<file path="config.mk">
export PLATFORM = sky130hd
export DESIGN_NAME = nibble_rle_sprite_decoder_top_flat
export DESIGN_NICKNAME = d
export VERILOG_FILES = /design/src/hw/rtl/nrsd_pkg.sv /design/src/hw/rtl/nrsd_in_if.sv /design/src/hw/rtl/nrsd_out_if.sv /design/src/hw/rtl/nrsd_step.sv /design/src/hw/rtl/nibble_rle_sprite_decoder_top.sv /design/src/flat_wrapper.sv
export SDC_FILE = /design/constraint.sdc
export NUM_CORES = 1
export LEC_CHECK = 0
export ABC_CLOCK_PERIOD_IN_PS = 6200
export BUFFER_PORTS_ARGS = -buffer_cell sky130_fd_sc_hd__buf_2
export CORE_ASPECT_RATIO = 0.75
export CORE_MARGIN = 2
export CORE_UTILIZATION = 60
export CTS_CLUSTER_DIAMETER = 100
export DETAILED_ROUTE_END_ITERATION = 16
export PLACE_DENSITY = 0.87
export SETUP_SLACK_MARGIN = 0.2
export SLEW_MARGIN = 20
export SYNTH_ARGS = -nofsm -noshare
export SYNTH_HDL_FRONTEND = slang
export SYNTH_SLANG_ARGS = --single-unit
</file>
<file path="constraint.sdc">
create_clock -name clk -period 6.2 [get_ports clk]
set_input_delay 0 -clock clk [delete_from_list [all_inputs] [get_ports clk]]
set_output_delay 0 -clock clk [all_outputs]
set_load 0.05 [all_outputs]
</file>
<file path="src/hw/rtl/nrsd_pkg.sv">
// ----------------------------------------------------------------------------
// nrsd_pkg
// Shared types and codes for the 4-bit-per-pixel run-length sprite decoder.
// ----------------------------------------------------------------------------
package nrsd_pkg;

    // Decoder phase within a frame.
    typedef enum logic [2:0] {
        PH_WAIT = 3'd0,
        PH_HDR1 = 3'd1,
        PH_HDR2 = 3'd2,
        PH_HDR3 = 3'd3,
        PH_CTRL = 3'd4,
        PH_REP  = 3'd5,
        PH_LIT  = 3'd6
    } nrsd_phase_t;

    // Result status codes.
    localparam logic [1:0] STAT_HEADER       = 2'd0;
    localparam logic [1:0] STAT_RUN          = 2'd1;
    localparam logic [1:0] STAT_EMPTY        = 2'd2;
    localparam logic [1:0] STAT_UNCOMPRESSED = 2'd3;

    localparam int PIX_W = 23;

    // Architectural decoder state.
    typedef struct packed {
        nrsd_phase_t        phase;
        logic [14:0]        width_hold;
        logic [7:0]         height_hold;
        logic [7:0]         palette_offset;
        logic [PIX_W-1:0]   pixels_left;
        logic [6:0]         run_left;
        logic               compressed_flag;
    } nrsd_state_t;

    // One result item.
    typedef struct packed {
        logic [1:0]  status;
        logic [14:0] frame_width;
        logic [7:0]  frame_height;
        logic [7:0]  index_first;
        logic [7:0]  index_second;
        logic [6:0]  pair_count;
        logic        frame_done;
    } nrsd_result_t;

endpackage

</file>
<file path="src/hw/rtl/nrsd_in_if.sv">
// ----------------------------------------------------------------------------
// nrsd_in_if
// Byte stream channel into the sprite decoder.
// ----------------------------------------------------------------------------
interface nrsd_in_if;
    logic       valid;
    logic       ready;
    logic [7:0] data_byte;
    logic       frame_start;

    modport source (output valid, output data_byte, output frame_start, input ready);
    modport sink   (input valid, input data_byte, input frame_start, output ready);
endinterface

</file>
<file path="src/hw/rtl/nrsd_out_if.sv">
// ----------------------------------------------------------------------------
// nrsd_out_if
// Result channel out of the sprite decoder.
// ----------------------------------------------------------------------------
interface nrsd_out_if;
    logic        valid;
    logic        ready;
    logic [1:0]  status;
    logic [14:0] frame_width;
    logic [7:0]  frame_height;
    logic [7:0]  index_first;
    logic [7:0]  index_second;
    logic [6:0]  pair_count;
    logic        frame_done;

    modport source (output valid, output status, output frame_width, output frame_height,
                    output index_first, output index_second, output pair_count,
                    output frame_done, input ready);
    modport sink   (input valid, input status, input frame_width, input frame_height,
                    input index_first, input index_second, input pair_count,
                    input frame_done, output ready);
endinterface

</file>
<file path="src/hw/rtl/nrsd_step.sv">
// ----------------------------------------------------------------------------
// nrsd_step
// Combinational decode of one stream byte: next decoder state and result.
// ----------------------------------------------------------------------------
module nrsd_step (
    input  nrsd_pkg::nrsd_state_t  cur,
    input  logic [7:0]             data_byte,
    input  logic                   frame_start,
    output nrsd_pkg::nrsd_state_t  nxt,
    output nrsd_pkg::nrsd_result_t res,
    output logic                   res_valid
);
    import nrsd_pkg::*;

    logic             emit;
    logic [6:0]       emit_pairs;
    logic [PIX_W:0]   owed;
    logic [6:0]       rep_pairs;
    logic [PIX_W-1:0] take;
    logic [PIX_W-1:0] pix_after;
    logic [6:0]       lit_left;

    // Pairs still owed in the frame, and the repeat run clipped to it.
    assign owed      = ({1'b0, cur.pixels_left} + {{PIX_W{1'b0}}, 1'b1}) >> 1;
    assign rep_pairs = ({{(PIX_W-6){1'b0}}, cur.run_left} < owed) ? cur.run_left
                                                                   : owed[6:0];
    assign lit_left  = (cur.run_left != 7'd0) ? cur.run_left - 7'd1 : 7'd0;

    // Pixels remaining once the emitted pairs are taken off.
    assign take      = {{(PIX_W-8){1'b0}}, emit_pairs, 1'b0};
    assign pix_after = (take >= cur.pixels_left) ? '0 : cur.pixels_left - take;

    // Phase sequencing and header capture.
    always_comb
    begin
        nxt        = cur;
        res        = '0;
        res_valid  = 1'b0;
        emit       = 1'b0;
        emit_pairs = 7'd0;

        if (frame_start)
        begin
            nxt.width_hold  = {7'd0, data_byte};
            nxt.run_left    = 7'd0;
            nxt.pixels_left = '0;
            nxt.phase       = PH_HDR1;
        end
        else
        begin
            unique case (cur.phase)
                PH_HDR1:
                begin
                    nxt.width_hold      = {data_byte[6:0], cur.width_hold[7:0]};
                    nxt.compressed_flag = data_byte[7];
                    nxt.phase           = PH_HDR2;
                end
                PH_HDR2:
                begin
                    nxt.height_hold = data_byte;
                    nxt.pixels_left = {{(PIX_W-15){1'b0}}, cur.width_hold}
                                      * {{(PIX_W-8){1'b0}}, data_byte};
                    nxt.phase       = PH_HDR3;
                end
                PH_HDR3:
                begin
                    nxt.palette_offset = data_byte;
                    res_valid          = 1'b1;
                    res.frame_width    = cur.width_hold;
                    res.frame_height   = cur.height_hold;
                    priority if (cur.pixels_left == '0)
                    begin
                        res.status     = STAT_EMPTY;
                        res.frame_done = 1'b1;
                        nxt.phase      = PH_WAIT;
                    end
                    else if (!cur.compressed_flag)
                    begin
                        res.status      = STAT_UNCOMPRESSED;
                        res.frame_done  = 1'b1;
                        nxt.pixels_left = '0;
                        nxt.phase       = PH_WAIT;
                    end
                    else
                    begin
                        res.status = STAT_HEADER;
                        nxt.phase  = PH_CTRL;
                    end
                end
                PH_CTRL:
                begin
                    nxt.run_left = data_byte[6:0];
                    priority if (data_byte[7])
                        nxt.phase = PH_REP;
                    else if (data_byte[6:0] != 7'd0)
                        nxt.phase = PH_LIT;
                    else
                        nxt.phase = PH_CTRL;
                end
                PH_REP:
                begin
                    nxt.phase = PH_CTRL;
                    if (cur.run_left != 7'd0)
                    begin
                        nxt.run_left = 7'd0;
                        emit         = 1'b1;
                        emit_pairs   = rep_pairs;
                    end
                end
                PH_LIT:
                begin
                    nxt.run_left = lit_left;
                    if (lit_left == 7'd0)
                        nxt.phase = PH_CTRL;
                    emit       = 1'b1;
                    emit_pairs = 7'd1;
                end
                default:
                begin
                    nxt.phase = PH_WAIT;
                end
            endcase
        end

        // Pixel pair result; ends the frame once the total is reached.
        if (emit)
        begin
            res_valid        = 1'b1;
            res.status       = STAT_RUN;
            res.index_first  = {4'd0, data_byte[3:0]} + cur.palette_offset;
            res.index_second = {4'd0, data_byte[7:4]} + cur.palette_offset;
            res.pair_count   = emit_pairs;
            nxt.pixels_left  = pix_after;
            if (pix_after == '0)
            begin
                res.frame_done = 1'b1;
                nxt.phase      = PH_WAIT;
                nxt.run_left   = 7'd0;
            end
        end
    end

endmodule

</file>
<file path="src/hw/rtl/nibble_rle_sprite_decoder_top.sv">
// ----------------------------------------------------------------------------
// nibble_rle_sprite_decoder_top
// Decodes a 4bpp run-length sprite stream into header and pixel-run results.
// ----------------------------------------------------------------------------
// An accepted byte is first held in the input register; its result is then
// captured in the output register, from which the sink takes it.
// Throughput: 1 byte per cycle; the only stall is back-pressure from the sink.
// The input register and the result register form a two-stage pipeline that
// advances together whenever the result register is free or being drained.
// Reset: asynchronous, active low; clears both valid flags and the decoder
// state, leaving the block waiting for the first header byte of a frame.
module nibble_rle_sprite_decoder_top (
    input  logic clk,
    input  logic rst_n,
    nrsd_in_if.sink    stream,
    nrsd_out_if.source result
);
    import nrsd_pkg::*;

    logic          s1_valid_reg;
    logic [7:0]    s1_byte_reg;
    logic          s1_start_reg;
    nrsd_state_t   state_reg;
    nrsd_state_t   state_next;
    nrsd_result_t  step_res;
    logic          step_valid;
    logic          out_valid_reg;
    nrsd_result_t  out_data_reg;
    logic          advance;

    // Pipeline moves when the result register is empty or being taken.
    assign advance      = !out_valid_reg || result.ready;
    assign stream.ready = !s1_valid_reg || advance;

    // Decode logic for the byte held in the input register.
    nrsd_step u_step (
        .cur         (state_reg),
        .data_byte   (s1_byte_reg),
        .frame_start (s1_start_reg),
        .nxt         (state_next),
        .res         (step_res),
        .res_valid   (step_valid)
    );

    // Control registers: valid flags and decoder state.
    always_ff @(posedge clk or negedge rst_n)
    begin
        if (!rst_n)
        begin
            s1_valid_reg  <= 1'b0;
            out_valid_reg <= 1'b0;
            state_reg     <= '{phase: PH_WAIT, default: '0};
        end
        else
        begin
            if (stream.ready)
                s1_valid_reg <= stream.valid;
            if (advance)
                out_valid_reg <= s1_valid_reg && step_valid;
            if (s1_valid_reg && advance)
                state_reg <= state_next;
        end
    end

    // Payload registers.
    always_ff @(posedge clk)
    begin
        if (stream.valid && stream.ready)
        begin
            s1_byte_reg  <= stream.data_byte;
            s1_start_reg <= stream.frame_start;
        end
        if (advance && s1_valid_reg)
            out_data_reg <= step_res;
    end

    // Drive the result channel.
    assign result.valid        = out_valid_reg;
    assign result.status       = out_data_reg.status;
    assign result.frame_width  = out_data_reg.frame_width;
    assign result.frame_height = out_data_reg.frame_height;
    assign result.index_first  = out_data_reg.index_first;
    assign result.index_second = out_data_reg.index_second;
    assign result.pair_count   = out_data_reg.pair_count;
    assign result.frame_done   = out_data_reg.frame_done;

    // A pixel run always repeats its pair at least once.
    a_run_nonzero: assert property (@(posedge clk) disable iff (!rst_n)
        (result.valid && result.status == STAT_RUN) |-> (result.pair_count != 7'd0))
        else $error("pixel run with zero pair count");

    // Inside the pixel data of a frame some pixels are always still owed.
    a_pixels_owed: assert property (@(posedge clk) disable iff (!rst_n)
        (state_reg.phase == PH_CTRL || state_reg.phase == PH_REP ||
         state_reg.phase == PH_LIT) |-> (state_reg.pixels_left != '0))
        else $error("pixel phase with no pixels left");

    // No run count survives into the waiting phase.
    a_wait_clean: assert property (@(posedge clk) disable iff (!rst_n)
        (state_reg.phase == PH_WAIT) |-> (state_reg.run_left == 7'd0))
        else $error("run count left over while waiting");

    // With the result register empty the input side is always open.
    a_ready_free: assert property (@(posedge clk) disable iff (!rst_n)
        !out_valid_reg |-> stream.ready)
        else $error("input stalled with empty result register");

endmodule

</file>
<file path="src/flat_wrapper.sv">
// flat-port wrapper written by rule: the top's interface ports become plain ports
module nibble_rle_sprite_decoder_top_flat import nrsd_pkg::*;
  (clk, rst_n, stream_valid, stream_data_byte, stream_frame_start, stream_ready, result_valid, result_status, result_frame_width, result_frame_height, result_index_first, result_index_second, result_pair_count, result_frame_done, result_ready);
  nrsd_in_if stream_i ();
  nrsd_out_if result_i ();
  input  logic clk;
  input  logic rst_n;
  input wire logic [$bits(stream_i.valid)-1:0] stream_valid;
  input wire logic [$bits(stream_i.data_byte)-1:0] stream_data_byte;
  input wire logic [$bits(stream_i.frame_start)-1:0] stream_frame_start;
  output wire logic [$bits(stream_i.ready)-1:0] stream_ready;
  output wire logic [$bits(result_i.valid)-1:0] result_valid;
  output wire logic [$bits(result_i.status)-1:0] result_status;
  output wire logic [$bits(result_i.frame_width)-1:0] result_frame_width;
  output wire logic [$bits(result_i.frame_height)-1:0] result_frame_height;
  output wire logic [$bits(result_i.index_first)-1:0] result_index_first;
  output wire logic [$bits(result_i.index_second)-1:0] result_index_second;
  output wire logic [$bits(result_i.pair_count)-1:0] result_pair_count;
  output wire logic [$bits(result_i.frame_done)-1:0] result_frame_done;
  input wire logic [$bits(result_i.ready)-1:0] result_ready;
  assign stream_i.valid = stream_valid;
  assign stream_i.data_byte = stream_data_byte;
  assign stream_i.frame_start = stream_frame_start;
  assign stream_ready = stream_i.ready;
  assign result_valid = result_i.valid;
  assign result_status = result_i.status;
  assign result_frame_width = result_i.frame_width;
  assign result_frame_height = result_i.frame_height;
  assign result_index_first = result_i.index_first;
  assign result_index_second = result_i.index_second;
  assign result_pair_count = result_i.pair_count;
  assign result_frame_done = result_i.frame_done;
  assign result_i.ready = result_ready;
  nibble_rle_sprite_decoder_top u_core (.clk(clk), .rst_n(rst_n), .stream(stream_i), .result(result_i));
endmodule
</file>
==> flow_metrics.py, run 1 <==
metrics = {
    "route": {
        "antenna_left": 0,
        "wl_um": 27400,
        "drtIter0Drc": 971,
        "drt_pass1_iterations": 6,
        "wire_per_inst_um": 18.7,
        "drc": 0,
        "via_per_inst": 6.12,
        "num_vias": 8957,
    },
    "job": {
        "max_cap_viol_count": 0,
    },
    "placed_design": {
        "port_buffers": 63,
        "place_congestion": 0.980,
        "hpwl_um": 19800,
        "dpl-instance-area_um2": 11400,
    },
    "critical_path": {
        "startpoint_type": "flop",
        "crit_buf_inv": 2,
        "cp.depth": 17,
        "startpoint": "u_core.s1_byte_reg[7]",
        "cp-end-kind": "flop",
        "cp_max_fo": 16,
        "cp_slowest_stage_delay_ns": 0.58,
        "slowest_stage": "fa_1",
        "critPathTopFamily": "adder cells",
        "worstSetupPathType": "flop to flop",
        "r2r-start": "u_core.s1_byte_reg[7]",
        "cp.required_ns": 6.52,
        "cp.arrival_ns": 6.03,
        "r2r_cells": 17,
        "worst_path_most_repeated_cell": "fa_1",
        "cp_cell_sequence": "buf_4, nand2_1, fa_1, fa_1, inv_1, fa_1, fa_1, ha_1, and3_1, a22oi_1, a21oi_1, a41o_1, a221o_1, a21o_1, a2111oi_2, a31oi_1, o211ai_1",
    },
    "global_routing": {
        "grtUsageTotal": 0.304,
        "grt_pass1_wl_um": 46200,
        "grt_pass1_vias": 9015,
        "grt_remaining_overflow": 0,
        "grt_antenna_before_repair": 0,
        "grt_max_degree": 68,
    },
    "die": {
        "fp-row-count": 42,
        "coreArea_um2": 17700,
        "ios": 64,
        "start_util": 0.613,
        "die_x_um": 159,
        "die_height_um": 121,
        "die_area_um2": 19200,
    },
    "logic_synthesis": {
        "syn-num-nets": 1317,
        "synth_edf_count": 58,
        "yosys_warnings": 0,
        "yosysTopAreaCell": "edfxtp_1",
        "synthArstFlopShare": 0.536,
        "ys_dominant_reg_cell": "dfrtp_1",
        "ys_seq_area_frac": 0.315,
        "ys_ff_latch": 125,
        "post-synth-top-area-fraction": 0.160,
        "syn_avg_cell_area_um2": 9.42,
        "synth_most_common_cell": "nand2_1",
        "ys_types": 82,
        "ys_top_cells_by_count": "147 x nand2_1, 109 x inv_1, 84 x and2_1, 81 x fa_1, 70 x ha_1",
        "synthCells": 1153,
        "synthTopCellsByArea": "edfxtp_1 16%, dfrtp_1 15%, fa_1 15%",
        "syn_area_um2": 10900,
    },
    "power_and_ir_drop": {
        "p_sw_frac": 0.495,
        "combPwrFrac": 0.653,
        "seqPwrFrac": 0.210,
        "ir_drop_v": 0.000410,
        "finalPower_mw": 7.20,
        "internal_power_mw": 3.64,
        "power_frac_clock": 0.137,
        "switching_power_mw": 3.57,
        "leakage_nw": 5.63,
        "power_density_nw_per_um2": 595,
    },
    "sta": {
        "period_minus_slack_ns": 5.71,
        "tightest_slew_ns": 0.959,
        "fin_tns_setup_ns": 0,
        "timing.final.max_slew_violations": 0,
        "worst_slew_margin_rel": 0.359,
        "period_share": 0.920,
        "final-setup-viol-count": 0,
        "skew_ns": 0.0159,
        "grt_setup_unrepaired": "false",
        "max_freq_mhz": 175,
        "hold_violations": 0,
    },
    "run_status": {
        "status": "completed",
    },
    "cts": {
        "clock-sinks": 125,
        "clkTransAtPathRegs_ns": 0.06,
        "clk_path_buf_depth": 2,
        "clockRootBuffer": "clkbuf_16",
        "htreeDepth": 4,
        "worst_skew_pair.late_latency_ns": 0.43,
        "numCtsBuffers": 17,
        "cts_tree": "done",
    },
    "finish": {
        "final_area_um2": 12100,
        "nFillCells": 1283,
        "areaGrowthSynthToFinish_pct": 11.4,
        "final_layout_size_suffix_gt1_frac": 0.136,
        "largest_register_ffs": 65,
        "num-nets-final": 1372,
        "antenna_cells": 0,
    },
    "worst_hold_path": {
        "hold_depth": 2,
        "hp-start": "stream_data_byte[1]",
        "hold_class": "primary input to flop",
    },
}
## per-stage QoR
| stage | setup slack [ns] | instances | util | hold WS [ns] |
|---|---|---|---|---|
| 2_1_floorplan | 1.09 | 1153 | - | -0.296 |
| 3_3_place_gp | 0.684 | 1414 | 0.642 | 0.177 |
| 3_5_place_dp | 0.585 | 1414 | 0.642 | 0.181 |
| 4_1_cts | 0.532 | 1459 | 0.682 | 0.284 |
| 5_1_grt | 0.204 | 1463 | 0.683 | 0.290 |
| 6_report | 0.494 | 1463 | 0.683 | 0.298 |
## repair_timing
action,4_1_cts,5_1_grt
hold buffers,13,0
endpoints found under the hold margin,78,0
setup buffers,0,4
gates resized for setup,0,1
endpoints found under the setup margin,0,18
## cells in the final DEF, fill, tap and decap left out, types with 55 or more instances in the layout
cell type and n:
inv_1 108, ha_1 70, fa_1 81, and2_1 84, buf_2 63, o21ai_0 55
dfrtp_1 66, edfxtp_1 58, nor2_1 67, nand2_1 147
## area by class of cell
cell class	instances	area, um2	area share
flip-flops and latches	125	3420	0.283
multi-input cells	855	6770	0.560
inverters	109	409	0.0338
clock buffers	22	454	0.0375
well taps	242	303	0.0250
repair buffers	100	626	0.0517
clock inverters	10	115	0.00951
## per-layer routing
layer  vias up  wire [um]  global-route usage
met5         -          0                   0
li1       4030          -                   -
met3        90       2620              0.0720
met1      4350      11500               0.420
met2       487      12400               0.471
met4         0        868               0.119
## worst register-to-register path: cells and delay by family (launching register included)
| kind | cells | cell delay [ns] |
|---|---|---|
| adders and majority gates | 5 | 2.55 |
| DFF | 1 | 0.44 |
| AOI/OAI and AO/OA | 8 | 1.98 |
| and+or+nand+nor | 2 | 0.31 |
| buffers and inverters | 2 | 0.35 |
## logic make-up (layout without fill, tap and decap cells)
group / Yosys count / after routing / share of synthesized area
AO/OA/AOI/OAI: 206 / 206 / 0.128
XOR/XNOR: 44 / 44 / 0.0355
adder cells (fa/ha/maj): 151 / 151 / 0.230
buffers and inverters: 173 / 241 / 0.0623
flip-flops: 125 / 125 / 0.315
multiplexers: 27 / 27 / 0.0273
AND/OR/NAND/NOR: 427 / 427 / 0.202
## power by group through the flow
stage	Clock, mW	Sequential (mW)	Combinational (mW)
global placement	0	1.49	4.47
finish	0.986	1.51	4.71
global route	1.02	1.54	5.26
detailed placement	0	1.50	4.58
CTS	0.983	1.49	4.64
floorplan	0	1.52	3.50
## path summary, 6_finish.rpt
check,slack [ns],to
worst max-delay path,0.49,u_core.state_reg[28]
worst min-delay path,0.30,u_core.s1_byte_reg[1]
worst max register to register,0.49,u_core.state_reg[28]
worst min register to register,0.47,u_core.state_reg[46]
max in group asynchronous,5.24,u_core.state_reg[10]
min in group asynchronous,0.33,u_core.state_reg[38]
(Power assumes the default switching activity.)
==> run 2: changes to the inputs <==
--- a/config.mk
+++ b/config.mk
@@ -10,6 +10,7 @@
 export CORE_ASPECT_RATIO = 0.75
 export CORE_MARGIN = 2
 export CORE_UTILIZATION = 60
+export CTS_BUF_LIST = sky130_fd_sc_hd__clkbuf_16
 export CTS_CLUSTER_DIAMETER = 100
 export DETAILED_ROUTE_END_ITERATION = 16
 export PLACE_DENSITY = 0.87
==> run 2 against run 1 <==
Compared with the run above:
- fmax is 0.46% lower
- via count is 0.66% higher
- clock-buffer cell count shrank 5
- design area hardly changed
- total power decreased by 0.13%
- clock skew down 0.0024 ns
- sequential power hardly changed
- core utilization decreased by 0.057 points
- combinational power about the same
- critical endpoint unchanged
- largest cell class unchanged
- largest power group unchanged
==> flow_metrics.py, run 2 (same netlist as run 1, synthesis figures left out) <==
metrics = {
    "route": {
        "antenna_left": 0,
        "drt_pass1_iterations": 6,
        "num_vias": 9016,
        "drc": 0,
        "via_per_inst": 6.16,
        "drtIter0Drc": 979,
        "wl_um": 27500,
        "wire_per_inst_um": 18.8,
    },
    "cts": {
        "clk_path_buf_depth": 2,
        "clkTransAtPathRegs_ns": 0.06,
        "worst_skew_pair.late_latency_ns": 0.43,
        "clockRootBuffer": "clkbuf_16",
        "clock-sinks": 125,
        "numCtsBuffers": 17,
        "htreeDepth": 4,
        "cts_tree": "done",
    },
    "placed_design": {
        "place_ws_ns": 0.585,
        "place_congestion": 0.980,
        "port_buffers": 63,
        "dp.cells": 1414,
        "dpl-instance-area_um2": 11400,
        "hpwl_um": 19800,
    },
    "job": {
        "max_cap_viol_count": 0,
    },
    "die": {
        "start_util": 0.613,
        "die_area_um2": 19200,
        "ios": 64,
        "die_x_um": 159,
        "coreArea_um2": 17700,
        "fp-row-count": 42,
        "die_height_um": 121,
    },
    "sta": {
        "period_share": 0.925,
        "period_minus_slack_ns": 5.73,
        "skew_ns": 0.0135,
        "max_freq_mhz": 174,
        "tightest_slew_ns": 0.952,
        "fin_ws_ns": 0.467,
        "timing.final.max_slew_violations": 0,
        "grt_setup_unrepaired": "false",
        "fin_tns_setup_ns": 0,
        "hold_violations": 0,
        "final-setup-viol-count": 0,
        "worst_slew_margin_rel": 0.364,
    },
    "critical_path": {
        "cp_max_fo": 16,
        "startpoint_type": "flop",
        "cp.required_ns": 6.52,
        "cp.arrival_ns": 6.06,
        "worstSetupPathType": "flop to flop",
        "cp-end-kind": "flop",
    },
    "finish": {
        "areaGrowthSynthToFinish_pct": 11.3,
        "num-nets-final": 1372,
        "largest_register_ffs": 65,
        "final_area_um2": 12100,
        "antenna_cells": 0,
        "fin_cells": 1463,
        "mostFrequentLayoutCells": "147 x nand2_1, 112 x inv_1, 84 x and2_1, 81 x fa_1, 70 x ha_1",
        "fin_util": 0.683,
        "layout_commonest_cell": "nand2_1",
        "final_layout_size_suffix_gt1_frac": 0.135,
    },
    "global_routing": {
        "grtUsageTotal": 0.304,
        "grt_pass1_wl_um": 46100,
        "grt_max_degree": 68,
        "grt_pass1_vias": 8992,
        "grt_antenna_before_repair": 0,
        "grt_remaining_overflow": 0,
    },
    "run_status": {
        "status": "completed",
    },
    "power_and_ir_drop": {
        "ir_drop_v": 0.000410,
        "power_density_nw_per_um2": 595,
        "leakage_nw": 5.64,
    },
    "worst_hold_path": {
        "hold_class": "primary input to flop",
    },
}
## run 2: cell types whose count changed in the layout (fill, tap and decap cells not counted), sizes merged
| cell | delta |
|---|---|
| clkbuf | -5 |
| clkinv | +1 |
| inv | +4 |
## run 2: critical path: stages, from the launching register on
cell	delay, ns
edfxtp_1	0.45
buf_4	0.27
nand2_1	0.11
fa_1	0.52
fa_1	0.58
inv_1	0.08
fa_1	0.52
fa_1	0.53
ha_1	0.39
and3_1	0.20
a22oi_1	0.23
a21oi_1	0.16
a41o_1	0.33
a221o_1	0.37
a21o_1	0.26
a2111oi_2	0.38
a31oi_1	0.10
o211ai_1	0.17
## run 2: repair_timing
item,CTS,global route
hold buffers,13,0
setup endpoints to repair,0,15
buffers inserted,0,4
gates resized for setup,0,1
endpoints found under the hold margin,78,0
## run 2: cell type report
type / instances / area (um2)
timing repair buffer: 100 / 626
clock buffer: 17 / 425
inverter: 109 / 409
multi-input combinational: 855 / 6770
tap: 242 / 303
clock inverter: 15 / 134
sequential: 125 / 3420
fill: 1285 / 5620
## run 2: power breakdown
group,internal (mW),switching [mW],total [mW],leakage [nW]
clock network,0.583,0.383,0.966,0.283
logic,1.91,2.81,4.72,3.91
registers,1.13,0.383,1.51,1.45
## run 2: worst paths after layout
path	from	end	slack (ns)	cells after the start
worst max-delay path	u_core.s1_byte_reg[7]	u_core.state_reg[28]	0.47	17
max in group asynchronous	rst_n	u_core.state_reg[10]	5.23	3
worst min-delay path	stream_data_byte[1]	u_core.s1_byte_reg[1]	0.30	2
min in group asynchronous	rst_n	u_core.state_reg[38]	0.32	3
worst max register to register	u_core.s1_byte_reg[7]	u_core.state_reg[28]	0.47	17
worst min register to register	u_core.state_reg[46]	u_core.state_reg[46]	0.47	2
## run 2: metal layers
metal | vias up | track usage | routed length, um
met5 | - | 0 | 0
met4 | 0 | 0.119 | 909
met3 | 95 | 0.0720 | 2770
met2 | 540 | 0.470 | 12400
met1 | 4355 | 0.419 | 11400
li1 | 4026 | - | -
## run 2: stage by stage
step / hold slack (ns) / total power, mW
6_report: 0.297 / 7.20
5_1_grt: 0.289 / 7.81
4_1_cts: 0.283 / 7.09
3_5_place_dp: 0.181 / 6.08
3_3_place_gp: 0.177 / 5.97
2_1_floorplan: -0.296 / 5.02
